**src/hw/rtl/fbik_pkg.sv**
```systemverilog
`timescale 1ns / 1ps
`default_nettype none
// ----------------------------------------------------------------------------
// fbik_pkg
// Widths, constants and helpers shared by the five-bar inverse kinematics
// pipeline and its cells.
// ----------------------------------------------------------------------------
package fbik_pkg;

    // Field widths
    localparam int COORD_W   = 24;
    localparam int LEN_W     = 23;
    localparam int LIM_W     = 20;
    localparam int ANGLE_W   = 20;
    localparam int STATUS_W  = 2;
    localparam int CFG_IDX_W = 3;
    localparam int CFG_DAT_W = 23;

    // Internal widths
    localparam int XD_W   = COORD_W + 1;
    localparam int R_W    = 25;
    localparam int NUM_W  = 52;
    localparam int DEN_W  = 50;
    localparam int REM_W  = 51;
    localparam int QUO_W  = 31;
    localparam int ANG_W  = 35;
    localparam int Q16_W  = 21;
    localparam int Q16_SHIFT = 14;

    // Square root cells
    localparam int SQ_RAD_W  = 62;
    localparam int SQ_REM_W  = 35;
    localparam int SQ_ROOT_W = 31;
    localparam int SQ_STEPS  = 31;

    // Divider cells
    localparam int DIV_STEPS = 31;

    // CORDIC cells
    localparam int CD_W         = 48;
    localparam int CZ_W         = 33;
    localparam int CORDIC_STEPS = 30;
    localparam int STEP_W       = 5;
    localparam int ATAN_TAB_N   = 11;
    localparam int ATAN_W       = 31;

    // Fixed origin, Q3.20
    localparam logic signed [COORD_W-1:0] ORIGIN_X = '0;
    localparam logic signed [COORD_W-1:0] ORIGIN_Z = '0;

    // Angles in Q.30
    localparam logic signed [ANG_W-1:0] PI_Q30  = 35'sd3373259426;
    localparam logic signed [ANG_W-1:0] PIH_Q30 = 35'sd1686629713;
    localparam logic signed [ANG_W-1:0] ROUND_HALF = 35'sd8192;
    localparam logic [SQ_RAD_W-1:0] ONE_SQ_Q60 = 62'h1000_0000_0000_0000;

    localparam logic [ATAN_W-1:0] ATAN_TAB [0:ATAN_TAB_N-1] = '{
        31'd843314857, 31'd497837829, 31'd263043837, 31'd133525159,
        31'd67021687,  31'd33543516,  31'd16775851,  31'd8388437,
        31'd4194283,   31'd2097149,   31'd1048576
    };

    // Status codes
    localparam logic [STATUS_W-1:0] ST_OK    = 2'd0;
    localparam logic [STATUS_W-1:0] ST_REACH = 2'd1;
    localparam logic [STATUS_W-1:0] ST_LIMIT = 2'd2;

    // Register indexes
    localparam logic [CFG_IDX_W-1:0] CFG_LINK_LEN    = 3'd0;
    localparam logic [CFG_IDX_W-1:0] CFG_TIP_LEN     = 3'd1;
    localparam logic [CFG_IDX_W-1:0] CFG_ACT1_MAX    = 3'd2;
    localparam logic [CFG_IDX_W-1:0] CFG_ACT1_MIN    = 3'd3;
    localparam logic [CFG_IDX_W-1:0] CFG_ACT2_MAX    = 3'd4;
    localparam logic [CFG_IDX_W-1:0] CFG_ACT2_MIN    = 3'd5;
    localparam logic [CFG_IDX_W-1:0] CFG_PASSIVE_MAX = 3'd6;
    localparam logic [CFG_IDX_W-1:0] CFG_PASSIVE_MIN = 3'd7;

    // Reset values
    localparam logic [LEN_W-1:0] RST_LINK_LEN = 23'd209715;
    localparam logic [LEN_W-1:0] RST_TIP_LEN  = 23'd26214;
    localparam logic signed [LIM_W-1:0] RST_LIM_MAX = 20'sd205887;
    localparam logic signed [LIM_W-1:0] RST_LIM_MIN = -20'sd205887;

    // Rotation angle of one CORDIC step, Q.30
    function automatic logic [ATAN_W-1:0] fbik_atan(input logic [STEP_W-1:0] step);
        logic [ATAN_W-1:0] one;
        one = {{(ATAN_W-1){1'b0}}, 1'b1};
        if (step < STEP_W'(ATAN_TAB_N)) begin
            return ATAN_TAB[step[3:0]];
        end
        return one << (STEP_W'(30) - step);
    endfunction

endpackage
`default_nettype wire

```
**src/hw/rtl/fbik_sqrt_cell.sv**
```systemverilog
`timescale 1ns / 1ps
`default_nettype none
// ----------------------------------------------------------------------------
// fbik_sqrt_cell
// One digit step of a restoring integer square root: brings down two
// radicand bits and decides one root bit.
// ----------------------------------------------------------------------------
module fbik_sqrt_cell (
    input  logic                             i_clk,
    input  logic [fbik_pkg::SQ_RAD_W-1:0]    i_rad,
    input  logic [fbik_pkg::SQ_REM_W-1:0]    i_rem,
    input  logic [fbik_pkg::SQ_ROOT_W-1:0]   i_root,
    output logic [fbik_pkg::SQ_RAD_W-1:0]    o_rad,
    output logic [fbik_pkg::SQ_REM_W-1:0]    o_rem,
    output logic [fbik_pkg::SQ_ROOT_W-1:0]   o_root
);
    import fbik_pkg::*;

    logic [SQ_REM_W-1:0]  rem_sh;
    logic [SQ_REM_W-1:0]  trial;
    logic                 ge;
    logic [SQ_REM_W-1:0]  n_rem;
    logic [SQ_RAD_W-1:0]  r_rad;
    logic [SQ_REM_W-1:0]  r_rem;
    logic [SQ_ROOT_W-1:0] r_root;

    always_comb begin
        rem_sh = {i_rem[SQ_REM_W-3:0], i_rad[SQ_RAD_W-1 -: 2]};
        trial  = SQ_REM_W'({i_root, 2'b01});
        ge     = (rem_sh >= trial);
        n_rem  = ge ? (rem_sh - trial) : rem_sh;
    end

    always_ff @(posedge i_clk) begin
        r_rad  <= {i_rad[SQ_RAD_W-3:0], 2'b00};
        r_rem  <= n_rem;
        r_root <= {i_root[SQ_ROOT_W-2:0], ge};
    end

    assign o_rad  = r_rad;
    assign o_rem  = r_rem;
    assign o_root = r_root;

endmodule
`default_nettype wire

```
**config.mk**
```make
export PLATFORM = sky130hd
export DESIGN_NAME = fbik_sqrt_cell
export DESIGN_NICKNAME = d
export VERILOG_FILES = /design/src/hw/rtl/fbik_pkg.sv /design/src/hw/rtl/fbik_sqrt_cell.sv
export SDC_FILE = /design/constraint.sdc
export NUM_CORES = 1
export LEC_CHECK = 0
export BUFFER_PORTS_ARGS = -buffer_cell sky130_fd_sc_hd__buf_4
export CAP_MARGIN = 20
export CELL_PAD_IN_SITES_DETAIL_PLACEMENT = 1
export CELL_PAD_IN_SITES_GLOBAL_PLACEMENT = 2
export CORE_MARGIN = 3
export CORE_UTILIZATION = 23
export CTS_CLUSTER_DIAMETER = 120
export DETAILED_ROUTE_END_ITERATION = 16
export PLACE_DENSITY_LB_ADDON = 0.1
export SLEW_MARGIN = 20
export SYNTH_ARGS = -nofsm -noshare
export SYNTH_HDL_FRONTEND = slang
export SYNTH_SLANG_ARGS = --single-unit
```
**constraint.sdc**
```tcl
create_clock -name i_clk -period 2.5 [get_ports i_clk]
set_clock_uncertainty 0.1 [all_clocks]
set_input_delay 0.25 -clock i_clk [delete_from_list [all_inputs] [get_ports i_clk]]
set_output_delay 0.25 -clock i_clk [all_outputs]
set_load 0.03 [all_outputs]
```
==> qor.yml <==
placed_design:
  dpl_cell_area_um2: 7787
  hpwl_um: 15330
  io_buffer_count: 252
  gp_congestion: 0.8658
synth:
  syn_inst: 504
  yosysWarnings: 0
  syn_avg_cell_area_um2: 9.774
  synthFlopType: "dfxtp_1"
  synth.top_cell.area_share: 0.5121
  synth-edff-count: 0
  yosys.area.top_type: "dfxtp_1"
  netlist_area_um2: 4926
  ys_types: 58
  synth_area_leaders: "dfxtp_1, ha_1, a21oi_1"
  ys_seq_elements: 126
  async_flop_share: 0
  ys_seq_area_frac: 0.5121
grt:
  grt-ovfl-total: 0
  grt_pass1_vias: 5897
  gr-usage-met1: 0.2041
  antenna_found_initial: 1
  busiest_layer: "met2"
  grt_max_degree: 20
  grt_use_total: 0.1744
  grt_pass1_wl_um: 32480
  use_met3: 0.04090
  use_met2: 0.3205
sta:
  min_period_over_period: 0.9372
  drv_slew: 0
  hold_viol: 0
  fmax_mhz: 426.8
  setup_violations: 0
  rsz0062_at_grt: "false"
  fin_setup_tns_ns: 0
  layout_min_cycle_time_ns: 2.343
cells_and_area:
  layout-drive-gt1-share: 0.3996
  final_cell_mix: "buf_4, dfxtp_1, dlygate4sd3_1"
  nets: 1130
  syn2layout_area_growth_pct: 95.48
  final_area_um2: 9629
  final_common_cell: "buf_4"
hold_path:
  holdPathStages: 3
  hp-class: "in2reg"
drt:
  num_vias: 5284
  drc_errors: 0
  drt-wirelength-per-cell_um: 16.32
  ant_nets: 0
  wl_um: 20440
  dr.first_iter.drc_count: 113
  firstDrtPassIters: 4
  viasPerCell: 4.220
cts:
  cts_inserted_buffers: 17
  root_buffer: "clkbuf_16"
  clk_pin_slew_ns: 0.06
  clock_sinks: 126
  cts_buffer_depth: 2
  postCtsSetupRepairBufs: 0
  cts_tree: "done"
  htreeDepth: 4
floorplan:
  io_pins: 257
  chipHeight_um: 152.3
  die_w_um: 152.3
  start_util: 0.2388
  dieArea_um2: 23210
  rows: 52
  core-area_um2: 20620
power:
  ir_drop_mv: 0.4335
  power.density_nw_per_um2: 706.4
  leakage_uw: 0.004615
worst_setup_path:
  cp.arrival_ns: 2.59
  start_kind: "input port"
  max_stage_delay_ns: 0.58
  crit_slowest_cell: "dlygate4sd3_1"
  crit_fanout: 6
  path_cells: "dlygate4sd3_1 -> buf_4 -> ha_2 -> nand3_2 -> nor4b_4 -> a21boi_4 -> buf_4 -> a2111oi_4 -> xor2_1"
  critical_path_class: "in2reg"
  crit_path_end_kind: "register"
  worstPathRequired_ns: 2.74
  cp_common_cell: "buf_4"
outcome:
  outcome: "completed"
job:
  drv_cap: 0
Yosys cell counts (all sizes together) (13+ instances only):
cell type / instances
dfxtp: 126
a21oi: 46
nand2: 44
inv: 39
ha: 33
nor2: 32
o21ai: 31
xnor2: 17
nor3: 13
xor2: 13
report_power, final:
group	internal, µW	switching (µW)	leakage, µW
logic	904	1010	0.00326
registers	2210	66.9	0.00106
clock network	1590	1020	0.000293
worst max-delay path, delay by kind of cell:
kind                     cells  cell delay (ns)
adder cells (fa/ha/maj)      1             0.40
AND/OR/NAND/NOR              2             0.44
buffers and inverters        3             0.89
AO/OA/AOI/OAI                2             0.43
XOR/XNOR                     1             0.18
through the flow:
step | utilization | total power (µW) | cells | hold WS [ns] | worst slack, ns
finish | 0.4669 | 6803 | 1252 | 0.02181 | 0.1570
global route | 0.4669 | 7142 | 1252 | 0.02367 | 0.01748
CTS | 0.4660 | 6909 | 1251 | 0.01519 | 0.003624
detailed placement | 0.3776 | 4103 | 1098 | 0.2555 | -0.2292
global placement | 0.3776 | 4083 | 1098 | 0.2550 | -0.2200
floorplan | - | 3258 | 505 | 0.1777 | 0.01944
cell families (layout without fill, tap and decap cells):
| group | count (synthesis) | count (layout) | synth area share |
|---|---|---|---|
| muxes | 1 | 1 | 0.002286 |
| xor gates and xnor gates | 30 | 30 | 0.05334 |
| DFF | 126 | 126 | 0.5121 |
| AOI/OAI and AO/OA | 128 | 128 | 0.1740 |
| adders and majority gates | 33 | 33 | 0.08382 |
| other | 1 | 3 | 0.0007613 |
| buffers and inverters | 56 | 532 | 0.04902 |
| and+or+nand+nor | 129 | 129 | 0.1247 |
sequential cells by signal (all words and copies together), names as in the netlist:
| register | flops |
|---|---|
| o_root | 31 |
| o_rad | 60 |
| o_rem | 35 |
per-layer routing:
layer | share of wire | vias to the layer above
met5 | 0 | -
met4 | 0.0073 | 0
met3 | 0.048 | 10
met2 | 0.52 | 166
met1 | 0.43 | 2450
li1 | - | 2658
path summary, 6_finish.rpt:
path                       endpoint  slack, ns  startpoint
setup / recovery  o_rem[34]$_DFF_P_       0.16   i_rem[30]
hold / removal    o_rem[19]$_DFF_P_       0.02   i_rem[17]
layout make-up:
type / count / area (µm²)
multi-input combinational: 323 / 2195
clock inverter: 14 / 182.7
antenna: 1 / 2.502
clock buffer: 18 / 429.2
sequential: 126 / 2522
tap: 270 / 337.8
fill: 2352 / 11000
inverter: 39 / 146.4
timing repair buffer: 461 / 3814
repair_timing:
action | CTS | global route
setup endpoints to repair | 0 | 21
endpoints found under the hold margin | 121 | 0
hold buffers | 121 | 0
resized for setup | 0 | 3
(Power assumes the default switching activity.)
