--- config.mk ---
export PLATFORM = sky130hd
export DESIGN_NAME = fbik_div_cell
export DESIGN_NICKNAME = d
export VERILOG_FILES = /design/src/hw/rtl/fbik_pkg.sv /design/src/hw/rtl/fbik_div_cell.sv
export SDC_FILE = /design/constraint.sdc
export NUM_CORES = 1
export LEC_CHECK = 0
export ABC_AREA = 1
export BUFFER_PORTS_ARGS = -buffer_cell sky130_fd_sc_hd__buf_2
export CAP_MARGIN = 20
export CORE_ASPECT_RATIO = 0.9
export CORE_MARGIN = 3
export CORE_UTILIZATION = 47
export CTS_CLUSTER_DIAMETER = 30
export DETAILED_ROUTE_END_ITERATION = 10
export GPL_ROUTABILITY_DRIVEN = 0
export PLACE_DENSITY_LB_ADDON = 0.05
export SYNTH_ARGS = -nofsm -noshare
export SYNTH_HDL_FRONTEND = slang
export SYNTH_SLANG_ARGS = --single-unit
--- constraint.sdc ---
create_clock -name i_clk -period 1.8 [get_ports i_clk]
set_clock_uncertainty 0.1 [all_clocks]
set_input_delay 0.09 -clock i_clk [delete_from_list [all_inputs] [get_ports i_clk]]
set_output_delay 0.09 -clock i_clk [all_outputs]
set_load 0.05 [all_outputs]
--- src/hw/rtl/fbik_pkg.sv ---
`timescale 1ns / 1ps
`default_nettype none
// ----------------------------------------------------------------------------
// fbik_pkg
// Widths, constants and helpers shared by the five-bar inverse kinematics
// pipeline and its cells.
// ----------------------------------------------------------------------------
package fbik_pkg;

    // Field widths
    localparam int COORD_W   = 24;
    localparam int LEN_W     = 23;
    localparam int LIM_W     = 20;
    localparam int ANGLE_W   = 20;
    localparam int STATUS_W  = 2;
    localparam int CFG_IDX_W = 3;
    localparam int CFG_DAT_W = 23;

    // Internal widths
    localparam int XD_W   = COORD_W + 1;
    localparam int R_W    = 25;
    localparam int NUM_W  = 52;
    localparam int DEN_W  = 50;
    localparam int REM_W  = 51;
    localparam int QUO_W  = 31;
    localparam int ANG_W  = 35;
    localparam int Q16_W  = 21;
    localparam int Q16_SHIFT = 14;

    // Square root cells
    localparam int SQ_RAD_W  = 62;
    localparam int SQ_REM_W  = 35;
    localparam int SQ_ROOT_W = 31;
    localparam int SQ_STEPS  = 31;

    // Divider cells
    localparam int DIV_STEPS = 31;

    // CORDIC cells
    localparam int CD_W         = 48;
    localparam int CZ_W         = 33;
    localparam int CORDIC_STEPS = 30;
    localparam int STEP_W       = 5;
    localparam int ATAN_TAB_N   = 11;
    localparam int ATAN_W       = 31;

    // Fixed origin, Q3.20
    localparam logic signed [COORD_W-1:0] ORIGIN_X = '0;
    localparam logic signed [COORD_W-1:0] ORIGIN_Z = '0;

    // Angles in Q.30
    localparam logic signed [ANG_W-1:0] PI_Q30  = 35'sd3373259426;
    localparam logic signed [ANG_W-1:0] PIH_Q30 = 35'sd1686629713;
    localparam logic signed [ANG_W-1:0] ROUND_HALF = 35'sd8192;
    localparam logic [SQ_RAD_W-1:0] ONE_SQ_Q60 = 62'h1000_0000_0000_0000;

    localparam logic [ATAN_W-1:0] ATAN_TAB [0:ATAN_TAB_N-1] = '{
        31'd843314857, 31'd497837829, 31'd263043837, 31'd133525159,
        31'd67021687,  31'd33543516,  31'd16775851,  31'd8388437,
        31'd4194283,   31'd2097149,   31'd1048576
    };

    // Status codes
    localparam logic [STATUS_W-1:0] ST_OK    = 2'd0;
    localparam logic [STATUS_W-1:0] ST_REACH = 2'd1;
    localparam logic [STATUS_W-1:0] ST_LIMIT = 2'd2;

    // Register indexes
    localparam logic [CFG_IDX_W-1:0] CFG_LINK_LEN    = 3'd0;
    localparam logic [CFG_IDX_W-1:0] CFG_TIP_LEN     = 3'd1;
    localparam logic [CFG_IDX_W-1:0] CFG_ACT1_MAX    = 3'd2;
    localparam logic [CFG_IDX_W-1:0] CFG_ACT1_MIN    = 3'd3;
    localparam logic [CFG_IDX_W-1:0] CFG_ACT2_MAX    = 3'd4;
    localparam logic [CFG_IDX_W-1:0] CFG_ACT2_MIN    = 3'd5;
    localparam logic [CFG_IDX_W-1:0] CFG_PASSIVE_MAX = 3'd6;
    localparam logic [CFG_IDX_W-1:0] CFG_PASSIVE_MIN = 3'd7;

    // Reset values
    localparam logic [LEN_W-1:0] RST_LINK_LEN = 23'd209715;
    localparam logic [LEN_W-1:0] RST_TIP_LEN  = 23'd26214;
    localparam logic signed [LIM_W-1:0] RST_LIM_MAX = 20'sd205887;
    localparam logic signed [LIM_W-1:0] RST_LIM_MIN = -20'sd205887;

    // Rotation angle of one CORDIC step, Q.30
    function automatic logic [ATAN_W-1:0] fbik_atan(input logic [STEP_W-1:0] step);
        logic [ATAN_W-1:0] one;
        one = {{(ATAN_W-1){1'b0}}, 1'b1};
        if (step < STEP_W'(ATAN_TAB_N)) begin
            return ATAN_TAB[step[3:0]];
        end
        return one << (STEP_W'(30) - step);
    endfunction

endpackage
`default_nettype wire

--- src/hw/rtl/fbik_div_cell.sv ---
`timescale 1ns / 1ps
`default_nettype none
// ----------------------------------------------------------------------------
// fbik_div_cell
// One step of a restoring divider: compare, subtract, shift, one quotient
// bit.
// ----------------------------------------------------------------------------
module fbik_div_cell (
    input  logic                          i_clk,
    input  logic [fbik_pkg::REM_W-1:0]    i_rem,
    input  logic [fbik_pkg::DEN_W-1:0]    i_den,
    input  logic [fbik_pkg::QUO_W-1:0]    i_quo,
    output logic [fbik_pkg::REM_W-1:0]    o_rem,
    output logic [fbik_pkg::DEN_W-1:0]    o_den,
    output logic [fbik_pkg::QUO_W-1:0]    o_quo
);
    import fbik_pkg::*;

    logic             ge;
    logic [REM_W-1:0] n_rem;
    logic [REM_W-1:0] r_rem;
    logic [DEN_W-1:0] r_den;
    logic [QUO_W-1:0] r_quo;

    always_comb begin
        ge    = (i_rem >= REM_W'(i_den));
        n_rem = ge ? (i_rem - REM_W'(i_den)) : i_rem;
    end

    always_ff @(posedge i_clk) begin
        r_rem <= {n_rem[REM_W-2:0], 1'b0};
        r_den <= i_den;
        r_quo <= {i_quo[QUO_W-2:0], ge};
    end

    assign o_rem = r_rem;
    assign o_den = r_den;
    assign o_quo = r_quo;

endmodule
`default_nettype wire

==> metrics.sh <==
YOSYSUNIQUECELLTYPES=37
SYNTH.YOSYS.SEQ_AREA_SHARE_PCT=32.8
ASYNC_RESET_FF_SHARE_PCT=0
WORST_SETUP_PATH_START_KIND='input pin'
MAX_CLOCK_FREQ_MHz=566
SYN-NUM-NETS=1448
MULTI_INPUT_COMB_AREA_UM2=4520
PORT_BUFFERS=262
FIRST_GLOBAL_VIAS=9569
TIMING.CRITICAL_PATH.SLOWEST_STAGE_CELL='ha_1'
CP.ARRIVAL_PS=2040
REQUIRED_ARRIVAL_TIME_AT_THE_WORST_ENDPOINT_PS=2070
MIN_PERIOD_OVER_PERIOD_PCT=98.2
GRT_OVERFLOW_TOTAL=0
DIE_WIDTH_UM=144
PLACEMENT.CELL_AREA_UM2=10900
SYN-CELL-AREA_UM2=8010
CELL_BY_CELL_TRACE_OF_THE_CRITICAL_PATH='buf_2, inv_1, ha_1, nand2_1, nor2_2, inv_2, nor2_2, nand2_1, nor2_2, nand2_4, nand3_4, buf_6, nand3_1, nand2_1'
SYNTHCELLS=1264
LAYOUT.CELL_AREA.NON_FILLER_UM2=13000
PERIOD_NEEDED_PS=1770
TIMING_MAX_TRANSITION_VIOLATIONS_FINAL=0
SYN_AVG_CELL_AREA_UM2=6.33
CTS_BUFFERS=17
P_SWITCHING_uW=4350
POWER.COMBINATIONAL.FRACTION_PCT=37.6
SETUP_VIOLATIONS=0
MAX_CAP_VIOLATIONS=0
FINALNONFILLERCELLS=2038
CTS_SINKS=131
FINAL_CORE_UTIL_PCT=79.1
N_FILL_CELL=1209
POST_DRT_VIA_CELL_RATIO=4.77
MOSTFREQUENTLAYOUTCELL='nand2_1'
DRT-INITIAL-DRC-COUNT=643
SHARE_SEQ_OF_TOTAL_POWER_PCT=29.3
LAYOUT.CELLS.MOST_COMMON_LIST='443 x nand2_1, 279 x inv_1, 262 x buf_2, 151 x buf_4, 132 x dlygate4sd3_1'
DETAILEDPLACEMENTHPWL_UM=20700
FIRST_PASS_ITERS=5
INITIAL_ANTENNA_VIOLATION_COUNT=0
TRACK_USAGE_PCT=31.9
CLOCK_TREE.BUFFER_DEPTH=2
SHARE_OF_TOTAL_POWER_CONSUMED_BY_NET_SWITCHING_PCT=38.3
PATH_CLASS='input pin to register'
FINAL_LAYOUT_SIZE_SUFFIX_GT1_SHARE_PCT=29.8
OUTCOME='finished clean'
AREAGROWTHSYNTHTOFINISH_PCT=62.1
ROUTE.DETAILED.WL_PER_INST_UM=15.0
HOLD_VIOL_FINAL=0
FINAL_NETS=2002
GRT_START_MAX_NET_PINS=25
TRITONCTS='built'
YOSYS_MOST_USED_DFF='dfxtp_1'
VIAS=9724
WORST_IR_DROP_VDD_mV=0.735
POWER.STATIC_LEAKAGE_uW=0.00738
HOLDCRITPATHCLASS='input pin to register'
SYNTH_ENABLE_FLOP_CELLS=0
WORST-PATH-MAX-FANOUT=11
FP.DIEAREA_UM2=18600
YS_SEQ_ELEMENTS=131
ROWS=44
CORE_REGION_AREA_UM2=16400
CTS_ROOT_BUF='clkbuf_16'
WIRELENGTH_UM=30500
POWER.CLOCK.FRACTION_PCT=33.1
DRC_ERRORS=0
MAX_INCR_DELAY_ON_CP_PS=340
REGISTER_AREA_UM2=2620
FLOORPLAN.INITIALDENSITY_PCT=48.8
TOP_LEVEL_PORTS=265
SYNTH_WARNINGS=0
DIE_H_UM=130
WORST_SETUP_PATH_END_KIND='register'
ROUTE.ANTENNA.REMAINING_NETS=0
DIODES=0
RSZ_0062_RAISED_AFTER_GLOBAL_ROUTING='yes'
CTS_HTREE_LEVELS=4
FIRST_PASS_GRT_WIRE_LENGTH_UM=46900
POWER.INTERNAL_uW=7000
CLOCK_EDGE_TRANSITION_AT_THE_REGISTERS_ON_THE_REPORTED_SETUP_AND_HOLD_PATHS_PS=60
POST-PLACE-CELLS=1873
CELLPOWERDENSITY_nW_PER_UM2=875
-- timing repair --
action,in CTS,in global routing
hold buffers,132,0
setup endpoints to repair,0,50
hold endpoints to repair,130,0
resized for setup,0,37
buffers inserted,0,1
-- power groups by stage --
stage / combinational (uW) / sequential, uW / clock (uW)
final: 4260 / 3330 / 3760
after global routing: 4580 / 3350 / 3930
after CTS: 4100 / 3300 / 3770
after detailed placement: 3850 / 3360 / 0
after global placement: 3830 / 3360 / 0
after floorplan: 1390 / 4540 / 0
-- per-layer routing --
layer / track usage, % / routed length, um / vias to the layer above
li1: - / - / 4902
met1: 39.9 / 12700 / 4337
met2: 54.3 / 14400 / 426
met3: 6.93 / 2550 / 59
met4: 11.6 / 818 / 0
met5: 0 / 0 / -
-- stage by stage --
step | hold WS [ps] | setup slack (ps) | power, uW | setup TNS (ps)
2_1_floorplan | 17.7 | 1.46 | 5920 | 0
3_3_place_gp | 92.3 | -357 | 7190 | -13890
3_5_place_dp | 94.1 | -418 | 7220 | -15220
4_1_cts | 26.3 | 24.6 | 11200 | 0
5_1_grt | 72.2 | -39.8 | 11900 | -344
6_report | 49.5 | 31.8 | 11400 | 0
-- layout make-up --
type	instances	area share, %
Sequential cell	131	20.2
Tap cell	207	2.00
Timing Repair Buffer	550	29.5
Multi-Input combinational cell	821	34.8
Clock buffer	18	3.38
Inverter	297	8.59
Clock inverter	14	1.47
-- Yosys cell counts, types with 2 or more instances --
library cell	instances	area, um2
nand3_2	8	80.1
xor2_1	29	254
nor2_4	3	33.8
ha_1	50	626
nor2_2	9	56.3
dfxtp_1	131	2620
nand2_1	454	1700
nand2_2	5	31.3
buf_2	4	20.0
nand3_1	47	235
and2_1	3	18.8
o21bai_1	5	37.5
nor3_1	8	40.0
clkbuf_1	6	22.5
nand3b_1	15	113
o21ai_1	5	25.0
a21oi_1	26	130
o21ai_0	24	120
inv_1	279	1050
buf_6	2	22.5
inv_2	17	63.8
nor2_1	87	327
nand4_1	33	206
-- registers in the layout (all words and copies together), names as in the netlist --
signal  flops
o_den      50
o_rem      50
o_quo      31
-- path summary, 6_finish.rpt --
| check | startpoint | to | slack [ps] | cells after the start |
|---|---|---|---|---|
| worst min-delay path | i_rem[34] | o_rem[35]$_DFF_P_ | 50 | 5 |
| worst max-delay path | i_den[23] | o_rem[45]$_DFF_P_ | 30 | 14 |
-- logic make-up after synthesis --
group | share of synthesized area [%]
AOI/OAI and AO/OA | 4.20
xor gates and xnor gates | 3.17
adders and majority gates | 8.07
buffers and inverters | 15.3
DFF | 32.8
other | 0.0468
and+or+nand+nor | 36.5
-- worst max-delay path: cells and delay by family --
family / cells / cell delay [ps]
AND/OR/NAND/NOR: 9 / 1210
buffers and inverters: 4 / 400
adder cells (fa/ha/maj): 1 / 340
No activity file was read; power rests on OpenSTA's default activity.
